File: src/rtl/twdbg_pkg.sv
// Shared types and constants for the two-wire debug serial master.
// No dependencies; the front, back and top-level files import this package.
package twdbg_pkg;

  // Input action codes as they arrive on the command channel.
  localparam logic [1:0] ACT_SEND = 2'd0;
  localparam logic [1:0] ACT_READ = 2'd1;
  localparam logic [1:0] ACT_CLKS = 2'd2;
  localparam logic [1:0] ACT_TICK = 2'd3;

  // Operation in progress inside the engine.
  localparam logic [1:0] OP_IDLE = 2'd0;
  localparam logic [1:0] OP_SEND = 2'd1;
  localparam logic [1:0] OP_READ = 2'd2;
  localparam logic [1:0] OP_CLKS = 2'd3;

  // Segment of a word transfer on the wire.
  localparam logic [1:0] SEG_START = 2'd0;
  localparam logic [1:0] SEG_BITS  = 2'd1;
  localparam logic [1:0] SEG_STOP  = 2'd2;

  // Classified command as it sits in the queue between front and back.
  typedef struct packed {
    logic [1:0] action;
    logic       start_bit_on;
    logic       stop_value;
    logic [7:0] data_byte;
    logic [7:0] idle_count;
    logic       idle_zero;
    logic       sampled_data;
  } cmd_t;

  // One result item as held in the output register.
  typedef struct packed {
    logic       clock_level;
    logic       data_level;
    logic       data_drive;
    logic       busy_res;
    logic       done_res;
    logic [7:0] read_byte;
    logic       rejected;
  } res_t;

endpackage

File: src/rtl/twdbg_if.sv
// Channel interfaces for the command input and the result output.
// Depends on nothing; used by the top level and its submodules.
interface twdbg_in_if;
  logic       valid;
  logic       ready;
  logic [1:0] action;
  logic       start_bit_on;
  logic       stop_value;
  logic [7:0] data_byte;
  logic [7:0] idle_count;
  logic       sampled_data;

  modport source (output valid, action, start_bit_on, stop_value, data_byte,
                  idle_count, sampled_data, input ready);
  modport sink (input valid, action, start_bit_on, stop_value, data_byte,
                idle_count, sampled_data, output ready);
endinterface

interface twdbg_out_if;
  logic       valid;
  logic       ready;
  logic       clock_level;
  logic       data_level;
  logic       data_drive;
  logic       busy_res;
  logic       done_res;
  logic [7:0] read_byte;
  logic       rejected;

  modport source (output valid, clock_level, data_level, data_drive, busy_res,
                  done_res, read_byte, rejected, input ready);
  modport sink (input valid, clock_level, data_level, data_drive, busy_res,
                done_res, read_byte, rejected, output ready);
endinterface

File: src/rtl/twdbg_front.sv
// Front end: accepts command transfers, classifies them and queues them.
// Depends on twdbg_pkg and twdbg_in_if.
module twdbg_front (
  input  logic             clk,
  input  logic             rst_n,
  twdbg_in_if.sink         in_ch,
  output logic             q_valid,
  output twdbg_pkg::cmd_t  q_item,
  input  logic             q_pop
);
  import twdbg_pkg::*;

  localparam int QDEPTH = 2;

  cmd_t       mem_r [QDEPTH];
  logic       wr_ptr_r, wr_ptr_nxt;
  logic       rd_ptr_r, rd_ptr_nxt;
  logic [1:0] count_r, count_nxt;
  cmd_t       cls;
  logic       push;

  // Classify the incoming transfer; the zero idle count is flagged early.
  always_comb begin
    cls.action       = in_ch.action;
    cls.start_bit_on = in_ch.start_bit_on;
    cls.stop_value   = in_ch.stop_value;
    cls.data_byte    = in_ch.data_byte;
    cls.idle_count   = in_ch.idle_count;
    cls.idle_zero    = (in_ch.idle_count == 8'd0);
    cls.sampled_data = in_ch.sampled_data;
  end

  assign in_ch.ready = (count_r != 2'(QDEPTH));
  assign push        = in_ch.valid && in_ch.ready;
  assign q_valid     = (count_r != 2'd0);
  assign q_item      = mem_r[rd_ptr_r];

  // Queue pointers and fill count.
  always_comb begin
    wr_ptr_nxt = push ? ~wr_ptr_r : wr_ptr_r;
    rd_ptr_nxt = q_pop ? ~rd_ptr_r : rd_ptr_r;
    count_nxt  = count_r + 2'(push) - 2'(q_pop);
  end

  always_ff @(posedge clk) begin
    if (!rst_n) begin
      wr_ptr_r <= 1'b0;
      rd_ptr_r <= 1'b0;
      count_r  <= 2'd0;
    end else begin
      wr_ptr_r <= wr_ptr_nxt;
      rd_ptr_r <= rd_ptr_nxt;
      count_r  <= count_nxt;
    end
  end

  // Queue storage needs no reset.
  always_ff @(posedge clk) begin
    if (push) begin
      mem_r[wr_ptr_r] <= cls;
    end
  end

endmodule

File: src/rtl/twdbg_back.sv
// Back end: the wire sequencer that executes queued commands and ticks,
// with a registered result stage. Depends on twdbg_pkg and twdbg_out_if.
module twdbg_back #(
  parameter int BITS_PER_WORD = 8
) (
  input  logic             clk,
  input  logic             rst_n,
  input  logic             q_valid,
  input  twdbg_pkg::cmd_t  q_item,
  output logic             q_pop,
  twdbg_out_if.source      out_ch
);
  import twdbg_pkg::*;

  localparam int BW = BITS_PER_WORD;
  localparam int PW = $clog2(BW + 1);

  logic [1:0]    op_r, op_nxt;
  logic [1:0]    phase_r, phase_nxt;
  logic [1:0]    seg_r, seg_nxt;
  logic [PW-1:0] bitpos_r, bitpos_nxt;
  logic [BW-1:0] shift_r, shift_nxt;
  logic [BW-1:0] last_read_r, last_read_nxt;
  logic [7:0]    pulses_r, pulses_nxt;
  logic          stop_lvl_r, stop_lvl_nxt;
  logic          clk_pin_r, clk_pin_nxt;
  logic          dat_pin_r, dat_pin_nxt;
  logic          drive_r, drive_nxt;
  logic          done, rej;
  logic          out_valid_r, out_valid_nxt;
  res_t          res_r, res_nxt;

  // An item is taken once the result register is free or being emptied.
  assign q_pop = q_valid && (!out_valid_r || out_ch.ready);

  // Sequencer: one tick advances the wire by one delay period.
  always_comb begin
    op_nxt        = op_r;
    phase_nxt     = phase_r;
    seg_nxt       = seg_r;
    bitpos_nxt    = bitpos_r;
    shift_nxt     = shift_r;
    last_read_nxt = last_read_r;
    pulses_nxt    = pulses_r;
    stop_lvl_nxt  = stop_lvl_r;
    clk_pin_nxt   = clk_pin_r;
    dat_pin_nxt   = dat_pin_r;
    drive_nxt     = drive_r;
    done          = 1'b0;
    rej           = 1'b0;
    if (q_item.action == ACT_TICK) begin
      if (op_r == OP_CLKS) begin
        // Idle clocks: low period then high period per pulse.
        if (phase_r == 2'd0) begin
          clk_pin_nxt = 1'b0;
          phase_nxt   = 2'd1;
        end else begin
          clk_pin_nxt = 1'b1;
          phase_nxt   = 2'd0;
          pulses_nxt  = pulses_r - 8'd1;
          if (pulses_nxt == 8'd0) begin
            op_nxt = OP_IDLE;
            done   = 1'b1;
          end
        end
      end else if (op_r != OP_IDLE) begin
        unique case (seg_r)
          SEG_START: begin
            if (op_r == OP_SEND) begin
              if (phase_r == 2'd0) begin
                clk_pin_nxt = 1'b0;
                phase_nxt   = 2'd1;
              end else if (phase_r == 2'd1) begin
                dat_pin_nxt = 1'b0;
                phase_nxt   = 2'd2;
              end else begin
                clk_pin_nxt = 1'b1;
                phase_nxt   = 2'd0;
                seg_nxt     = SEG_BITS;
              end
            end else begin
              if (phase_r == 2'd0) begin
                clk_pin_nxt = 1'b0;
                dat_pin_nxt = 1'b0;
                phase_nxt   = 2'd1;
              end else begin
                clk_pin_nxt = 1'b1;
                phase_nxt   = 2'd0;
                seg_nxt     = SEG_BITS;
              end
            end
          end
          SEG_BITS: begin
            if (phase_r == 2'd0) begin
              clk_pin_nxt = 1'b0;
              if (op_r == OP_SEND) begin
                dat_pin_nxt = shift_r[0];
              end else begin
                // Release the line and shift the sample in at the top.
                drive_nxt            = 1'b0;
                shift_nxt            = shift_r >> 1;
                shift_nxt[BW-1]      = q_item.sampled_data;
              end
              phase_nxt = 2'd1;
            end else begin
              clk_pin_nxt = 1'b1;
              if (op_r == OP_SEND) begin
                shift_nxt = shift_r >> 1;
              end
              phase_nxt  = 2'd0;
              bitpos_nxt = bitpos_r + PW'(1);
              if (bitpos_nxt >= PW'(BW)) begin
                seg_nxt = SEG_STOP;
              end
            end
          end
          default: begin
            // Stop bit: take the line back and drive the chosen level.
            if (phase_r == 2'd0) begin
              drive_nxt   = 1'b1;
              clk_pin_nxt = 1'b0;
              dat_pin_nxt = stop_lvl_r;
              phase_nxt   = 2'd1;
            end else begin
              clk_pin_nxt = 1'b1;
              phase_nxt   = 2'd0;
              if (op_r == OP_READ) begin
                last_read_nxt = shift_r;
              end
              op_nxt = OP_IDLE;
              done   = 1'b1;
            end
          end
        endcase
      end
    end else if (op_r != OP_IDLE) begin
      rej = 1'b1;
    end else begin
      // New command: latch operands; clocking starts on the next tick.
      stop_lvl_nxt = q_item.stop_value;
      phase_nxt    = 2'd0;
      bitpos_nxt   = '0;
      seg_nxt      = q_item.start_bit_on ? SEG_START : SEG_BITS;
      unique case (q_item.action)
        ACT_SEND: begin
          op_nxt    = OP_SEND;
          shift_nxt = BW'(q_item.data_byte);
        end
        ACT_READ: begin
          op_nxt    = OP_READ;
          shift_nxt = '0;
        end
        default: begin
          dat_pin_nxt = 1'b1;
          pulses_nxt  = q_item.idle_count;
          if (q_item.idle_zero) begin
            done = 1'b1;
          end else begin
            op_nxt = OP_CLKS;
          end
        end
      endcase
    end
  end

  // Result built from the state after this item.
  always_comb begin
    res_nxt.clock_level = clk_pin_nxt;
    res_nxt.data_level  = dat_pin_nxt;
    res_nxt.data_drive  = drive_nxt;
    res_nxt.busy_res    = (op_nxt != OP_IDLE);
    res_nxt.done_res    = done;
    res_nxt.read_byte   = 8'(last_read_nxt);
    res_nxt.rejected    = rej;
  end

  assign out_valid_nxt = q_pop ? 1'b1 : (out_valid_r && !out_ch.ready);

  // Sequencer state, updated only when an item is taken.
  always_ff @(posedge clk) begin
    if (!rst_n) begin
      op_r        <= OP_IDLE;
      phase_r     <= 2'd0;
      seg_r       <= SEG_START;
      bitpos_r    <= '0;
      shift_r     <= '0;
      last_read_r <= '0;
      pulses_r    <= 8'd0;
      stop_lvl_r  <= 1'b0;
      clk_pin_r   <= 1'b0;
      dat_pin_r   <= 1'b0;
      drive_r     <= 1'b1;
      out_valid_r <= 1'b0;
    end else begin
      out_valid_r <= out_valid_nxt;
      if (q_pop) begin
        op_r        <= op_nxt;
        phase_r     <= phase_nxt;
        seg_r       <= seg_nxt;
        bitpos_r    <= bitpos_nxt;
        shift_r     <= shift_nxt;
        last_read_r <= last_read_nxt;
        pulses_r    <= pulses_nxt;
        stop_lvl_r  <= stop_lvl_nxt;
        clk_pin_r   <= clk_pin_nxt;
        dat_pin_r   <= dat_pin_nxt;
        drive_r     <= drive_nxt;
      end
    end
  end

  // Result register payload.
  always_ff @(posedge clk) begin
    if (q_pop) begin
      res_r <= res_nxt;
    end
  end

  assign out_ch.valid       = out_valid_r;
  assign out_ch.clock_level = res_r.clock_level;
  assign out_ch.data_level  = res_r.data_level;
  assign out_ch.data_drive  = res_r.data_drive;
  assign out_ch.busy_res    = res_r.busy_res;
  assign out_ch.done_res    = res_r.done_res;
  assign out_ch.read_byte   = res_r.read_byte;
  assign out_ch.rejected    = res_r.rejected;

`ifndef SYNTHESIS
  // A finished command never reports itself as still busy.
  a_done_not_busy: assert property (@(posedge clk) disable iff (!rst_n)
    out_valid_r && res_r.done_res |-> !res_r.busy_res)
    else $error("done reported together with busy");

  // A rejected command leaves the running one in place.
  a_reject_busy: assert property (@(posedge clk) disable iff (!rst_n)
    out_valid_r && res_r.rejected |-> res_r.busy_res && !res_r.done_res)
    else $error("rejection without a command in progress");

  // The data line is always driven again once the engine is idle.
  a_idle_drives: assert property (@(posedge clk) disable iff (!rst_n)
    op_r == OP_IDLE |-> drive_r)
    else $error("data line left released while idle");

  // The stop segment is reached only after the whole word.
  a_stop_count: assert property (@(posedge clk) disable iff (!rst_n)
    seg_r == SEG_STOP |-> bitpos_r == PW'(BW))
    else $error("stop bit before the last data bit");
`endif

endmodule

File: src/rtl/two_wire_debug_serial_master.sv
// Top level of the two-wire debug serial master: front queue plus engine.
// Depends on twdbg_pkg, twdbg_if, twdbg_front and twdbg_back.
//
//   channel  direction  role
//   in_ch    sink       command or tick transfer (action, operands, sample)
//   out_ch   source     one result transfer per accepted input transfer
//
// One input transfer per clock is sustained while out_ch takes results; the
// engine handles each item combinationally, so the rate is set by the output
// register alone. A result is presented on out_ch after its input has passed
// through a queue entry and then the result register. A two-entry queue
// between the front and the engine absorbs output stalls; in_ch.ready falls
// only when it is full.
// Reset is synchronous and active low; no clearing pass.
module two_wire_debug_serial_master #(
  parameter int BITS_PER_WORD = 8
) (
  input  logic         clk,
  input  logic         rst_n,
  twdbg_in_if.sink     in_ch,
  twdbg_out_if.source  out_ch
);
  import twdbg_pkg::*;

  logic q_valid;
  logic q_pop;
  cmd_t q_item;

  // Command acceptance and queue.
  twdbg_front u_front (
    .clk     (clk),
    .rst_n   (rst_n),
    .in_ch   (in_ch),
    .q_valid (q_valid),
    .q_item  (q_item),
    .q_pop   (q_pop)
  );

  // Wire sequencer and result register.
  twdbg_back #(
    .BITS_PER_WORD (BITS_PER_WORD)
  ) u_back (
    .clk     (clk),
    .rst_n   (rst_n),
    .q_valid (q_valid),
    .q_item  (q_item),
    .q_pop   (q_pop),
    .out_ch  (out_ch)
  );

endmodule
File: src/flat_wrapper.sv
// flat-port wrapper written by rule: the top's interface ports become plain ports
module two_wire_debug_serial_master_flat import twdbg_pkg::*;
#(
  parameter int BITS_PER_WORD = 8
)
  (clk, rst_n, in_ch_valid, in_ch_action, in_ch_start_bit_on, in_ch_stop_value, in_ch_data_byte, in_ch_idle_count, in_ch_sampled_data, in_ch_ready, out_ch_valid, out_ch_clock_level, out_ch_data_level, out_ch_data_drive, out_ch_busy_res, out_ch_done_res, out_ch_read_byte, out_ch_rejected, out_ch_ready);
  twdbg_in_if in_ch_i ();
  twdbg_out_if out_ch_i ();
  input  logic clk;
  input  logic rst_n;
  input wire logic [$bits(in_ch_i.valid)-1:0] in_ch_valid;
  input wire logic [$bits(in_ch_i.action)-1:0] in_ch_action;
  input wire logic [$bits(in_ch_i.start_bit_on)-1:0] in_ch_start_bit_on;
  input wire logic [$bits(in_ch_i.stop_value)-1:0] in_ch_stop_value;
  input wire logic [$bits(in_ch_i.data_byte)-1:0] in_ch_data_byte;
  input wire logic [$bits(in_ch_i.idle_count)-1:0] in_ch_idle_count;
  input wire logic [$bits(in_ch_i.sampled_data)-1:0] in_ch_sampled_data;
  output wire logic [$bits(in_ch_i.ready)-1:0] in_ch_ready;
  output wire logic [$bits(out_ch_i.valid)-1:0] out_ch_valid;
  output wire logic [$bits(out_ch_i.clock_level)-1:0] out_ch_clock_level;
  output wire logic [$bits(out_ch_i.data_level)-1:0] out_ch_data_level;
  output wire logic [$bits(out_ch_i.data_drive)-1:0] out_ch_data_drive;
  output wire logic [$bits(out_ch_i.busy_res)-1:0] out_ch_busy_res;
  output wire logic [$bits(out_ch_i.done_res)-1:0] out_ch_done_res;
  output wire logic [$bits(out_ch_i.read_byte)-1:0] out_ch_read_byte;
  output wire logic [$bits(out_ch_i.rejected)-1:0] out_ch_rejected;
  input wire logic [$bits(out_ch_i.ready)-1:0] out_ch_ready;
  assign in_ch_i.valid = in_ch_valid;
  assign in_ch_i.action = in_ch_action;
  assign in_ch_i.start_bit_on = in_ch_start_bit_on;
  assign in_ch_i.stop_value = in_ch_stop_value;
  assign in_ch_i.data_byte = in_ch_data_byte;
  assign in_ch_i.idle_count = in_ch_idle_count;
  assign in_ch_i.sampled_data = in_ch_sampled_data;
  assign in_ch_ready = in_ch_i.ready;
  assign out_ch_valid = out_ch_i.valid;
  assign out_ch_clock_level = out_ch_i.clock_level;
  assign out_ch_data_level = out_ch_i.data_level;
  assign out_ch_data_drive = out_ch_i.data_drive;
  assign out_ch_busy_res = out_ch_i.busy_res;
  assign out_ch_done_res = out_ch_i.done_res;
  assign out_ch_read_byte = out_ch_i.read_byte;
  assign out_ch_rejected = out_ch_i.rejected;
  assign out_ch_i.ready = out_ch_ready;
  two_wire_debug_serial_master #(.BITS_PER_WORD(BITS_PER_WORD)) u_core (.clk(clk), .rst_n(rst_n), .in_ch(in_ch_i), .out_ch(out_ch_i));
endmodule
File: config.mk
export PLATFORM = sky130hd
export DESIGN_NAME = two_wire_debug_serial_master_flat
export DESIGN_NICKNAME = d
export VERILOG_FILES = /design/src/rtl/twdbg_pkg.sv /design/src/rtl/twdbg_if.sv /design/src/rtl/twdbg_front.sv /design/src/rtl/twdbg_back.sv /design/src/rtl/two_wire_debug_serial_master.sv /design/src/flat_wrapper.sv
export SDC_FILE = /design/constraint.sdc
export NUM_CORES = 1
export LEC_CHECK = 0
export BUFFER_PORTS_ARGS = -buffer_cell sky130_fd_sc_hd__buf_2
export CORE_MARGIN = 4
export CORE_UTILIZATION = 55
export CTS_CLUSTER_SIZE = 10
export DETAILED_ROUTE_END_ITERATION = 6
export PLACE_DENSITY = 0.84
export SYNTH_ARGS = -nofsm -noshare
export SYNTH_HDL_FRONTEND = slang
export SYNTH_HIERARCHICAL = 1
export SYNTH_SLANG_ARGS = --single-unit
File: constraint.sdc
create_clock -name clk -period 4.6 [get_ports clk]
set_input_delay 0.23 -clock clk [delete_from_list [all_inputs] [get_ports clk]]
set_output_delay 0.23 -clock clk [all_outputs]
set_load 0.01 [all_outputs]
==> flow_summary_export.csv <==
group,metric,value,unit
drt,via_per_inst,5.888,
drt,wl_met1,4082,um
clock_network,clock_sinks,102,
cells_and_area,final_cells,561,
synth,ys.warnings.count,6,
cells_and_area,drive_gt1_share,22.81,%
power_and_ir_drop,power_density,535.9,nW/um^2
floorplanning,boundaryPins,41,
cells_and_area,multi_input_area,2003,sq um
synth,synth.area.top_cells,"edfxtp_1 (36%), dfxtp_1 (18%), mux2_2 (7.1%)",
worst_setup_path,path_depth,5,
global_routing,grt.overflow.total,0,
sta,skew,0.01159,ns
synth,async_flop_share,0,%
clock_network,clockBufferDepth,2,
global_routing,antenna_found_initial,0,
floorplanning,die_w,101.3,um
clock_network,cts_resized,0,
outcome,status,"finished clean",
power_and_ir_drop,switchingPower,1.012,mW
power_and_ir_drop,finalPower,2.791,mW
worst_setup_path,critPathBufInv,0,
synth,synth_fp_nets,452,
sta,rsz0062_at_grt,"false",
drt,drt_first_iter_violations,238,
synth,synthFlopType,"edfxtp_1",
worst_setup_path,required,4.73,ns
global_routing,grtUsageTotal,18.17,%
clock_network,h-tree-depth,3,
synth,ys_seq_elements,102,
synth,yosys.area.top_type,"edfxtp_1",
floorplanning,dieArea,10260,sq um
placed_design,port_buffers,40,
floorplanning,core-area,8341,sq um
worst_setup_path,crit_family,"simple AND/OR/NAND/NOR gates",
clock_network,clockRootBuffer,"clkbuf_8",
power_and_ir_drop,vdd_drop_max,0.0002696,V
worst_setup_path,critPathMostFrequentCell,"mux2_2",
clock_network,postCtsSetupBuffers,0,
cells_and_area,nFillCells,660,
cells_and_area,seqCellArea,2623,sq um
worst_setup_path,path_cells,"mux2_2 -> and2_1 -> nand2_1 -> nor2_2 -> mux2_2",
synth,syn_area,4785,sq um
worst_setup_path,cp.arrival,3.06,ns
sta,slew_headroom,35.77,%
worst_setup_path,slowest_delay,0.64,ns
sta,final.setup.tns,0,ns
drt,wl,9044,um
placed_design,place_congestion,0.9003,
synth,synth_cells,419,
worst_setup_path,cp-start-kind,"flop",
hold_path,holdPathStages,1,
clock_network,hold_buffers,0,
run,cap_violations,0,
synth,synth_edf_count,58,
global_routing,grt_pass1_vias,3010,
drt,route.detailed.drc,0,
worst_setup_path,end_kind,"flop",
drt,wl_met2,4307,um
drt,dr.pass1.iters,5,
floorplanning,row_count,33,
power_and_ir_drop,p_int,1.779,mW
power_and_ir_drop,power_frac_comb,34.3,%
clock_network,clock_latency,0.37,ns
drt,postRouteAntennaNets,0,
drt,route.met3.wl,504,um
sta,finalCritPeriodShare,63.60,%
power_and_ir_drop,leakage,1.902,nW
placed_design,dp_cells,545,
floorplanning,die_h,101.3,um
drt,vias,3303,
worst_setup_path,cp_max_fo,25,
cells_and_area,area_growth,8.839,%
drt,top_layer,"met4",
global_routing,grt_first_pass_wirelength,14680,um
drt,routedWlPerCell,16.12,um
cells_and_area,num_antenna_cells,0,
synth,syn_area_per_cell,11.42,sq um
power_and_ir_drop,pwr-share-clk,19.1,%
global_routing,grt_max_degree,29,
sta,final.min_clock_period,2.925,ns
worst_setup_path,critPathKind,"flop to flop",
sta,worst_pin_slew,0.9634,ns
sta,fmax,341.8,MHz
clock_network,cts_buffers,9,
floorplanning,start_util,57.37,%
worst_setup_path,reg2reg_depth,5,
synth,ys_seq_area_share,54.81,%
clock_network,clk_pin_slew,0.10,ns
placed_design,hpwl,6133,um
synth,ys_types,72,
hold_path,hold_path_class,"primary input to flop",
sta,hold_violations,0,
power_and_ir_drop,switching_share,36.25,%
sta,final-setup-viol-count,0,
cells_and_area,final_nets,484,
synth,synth_top_area_share,36.40,%
clock_network,cts_tree,"done",
worst_setup_path,slowest_stage,"and2_1",
sta,report.final.slew_viol_count,0,
power_and_ir_drop,seq_power_share,46.6,%
registers in the layout, indices dropped and copies added (netlist names), 4 cells and up, named ones only:
| name | count |
|---|---|
| u_core/u_front/mem_r | 44 |
| u_core/u_back/last_read_r | 8 |
| u_core/u_back/out_ch.read_byte | 8 |
| u_core/u_back/pulses_r | 8 |
| u_core/u_back/shift_r | 8 |
| u_core/u_back/bitpos_r | 4 |
synthesized netlist by cell type (3+ instances only):
cell	count
mux2i_1	13
edfxtp_1	58
nand3_1	13
dfxtp_1	44
xnor2_1	3
o211ai_1	3
o22ai_1	5
a21oi_1	17
buf_2	7
nand2b_1	13
nor3_1	6
ha_1	8
clkbuf_1	11
a211oi_1	5
nand3b_1	5
xor2_1	4
or4_1	3
mux2_2	30
nor4_1	3
o21ai_0	15
and2_1	7
a311oi_1	7
inv_1	13
nand2_1	31
nor2_1	35
area by class of cell:
type	instances	area share [%]
clock buffers	11	2.715
clock inverters	5	0.7929
inverters	14	1.009
multi-input cells	282	38.47
flip-flops and latches	102	50.36
well taps	105	2.523
repair buffers	42	4.133
power by group through the flow:
stage	sequential, mW	clock (mW)	combinational (mW)
6_report	1.30	0.534	0.957
4_1_cts	1.30	0.543	0.950
3_3_place_gp	1.31	0	0.916
2_1_floorplan	1.31	0	0.720
5_1_grt	1.32	0.583	1.05
3_5_place_dp	1.32	0	0.943
final timing paths:
path,startpoint,endpoint,slack [ns]
setup / recovery,flop,u_core/u_back/out_ch.read_byte[4],1.67
hold / removal,in_ch_data_byte[6],u_core/u_front/mem_r[0][16],0.04
setup reg to reg,flop,u_core/u_back/out_ch.read_byte[4],1.67
hold reg to reg,u_core/u_back/bitpos_r[3],u_core/u_back/bitpos_r[3],0.50
logic make-up after synthesis:
group | Yosys count | synth area share (%)
AOI/OAI and AO/OA | 87 | 13.44
xor gates and xnor gates | 7 | 1.281
adders and majority gates | 8 | 2.092
buffers and inverters | 35 | 3.321
DFF | 102 | 54.81
muxes | 43 | 9.780
and+or+nand+nor | 137 | 15.27
metal layers:
| metal | up-vias | global-route usage [%] |
|---|---|---|
| met1 | 1558 | 25.27 |
| met5 | - | 0 |
| met3 | 17 | 3.994 |
| met2 | 106 | 28.62 |
| li1 | 1622 | - |
| met4 | 0 | 5.624 |
metrics by stage:
stage               worst slack, ns  hold slack, ns  area [sq um]  util (%)
floorplan                     2.526          0.3289          4785         -
global placement              1.797          0.4169          5025     60.25
detailed placement            1.715          0.4214          5025     60.25
CTS                           1.687         0.02876          5207     62.44
global route                  1.388         0.02295          5207     62.44
finish                        1.675         0.04090          5207     62.44
placed cells by master (no fill, tap or decap), drive strengths merged, types with 5 or more instances in the layout:
| master | Yosys | layout |
|---|---|---|
| edfxtp | 58 | 58 |
| dfxtp | 44 | 44 |
| buf | 10 | 42 |
| nor2 | 37 | 37 |
| nand2 | 32 | 32 |
| mux2 | 30 | 30 |
| a21oi | 18 | 18 |
| inv | 14 | 17 |
| o21ai | 16 | 16 |
| nand3 | 14 | 14 |
| nand2b | 13 | 13 |
| mux2i | 13 | 13 |
| clkbuf | 11 | 11 |
| a311oi | 9 | 9 |
| ha | 8 | 8 |
| nor3 | 8 | 8 |
| and2 | 7 | 7 |
| nand3b | 5 | 5 |
| o22ai | 5 | 5 |
| a211oi | 5 | 5 |
(Power assumes the default switching activity.)
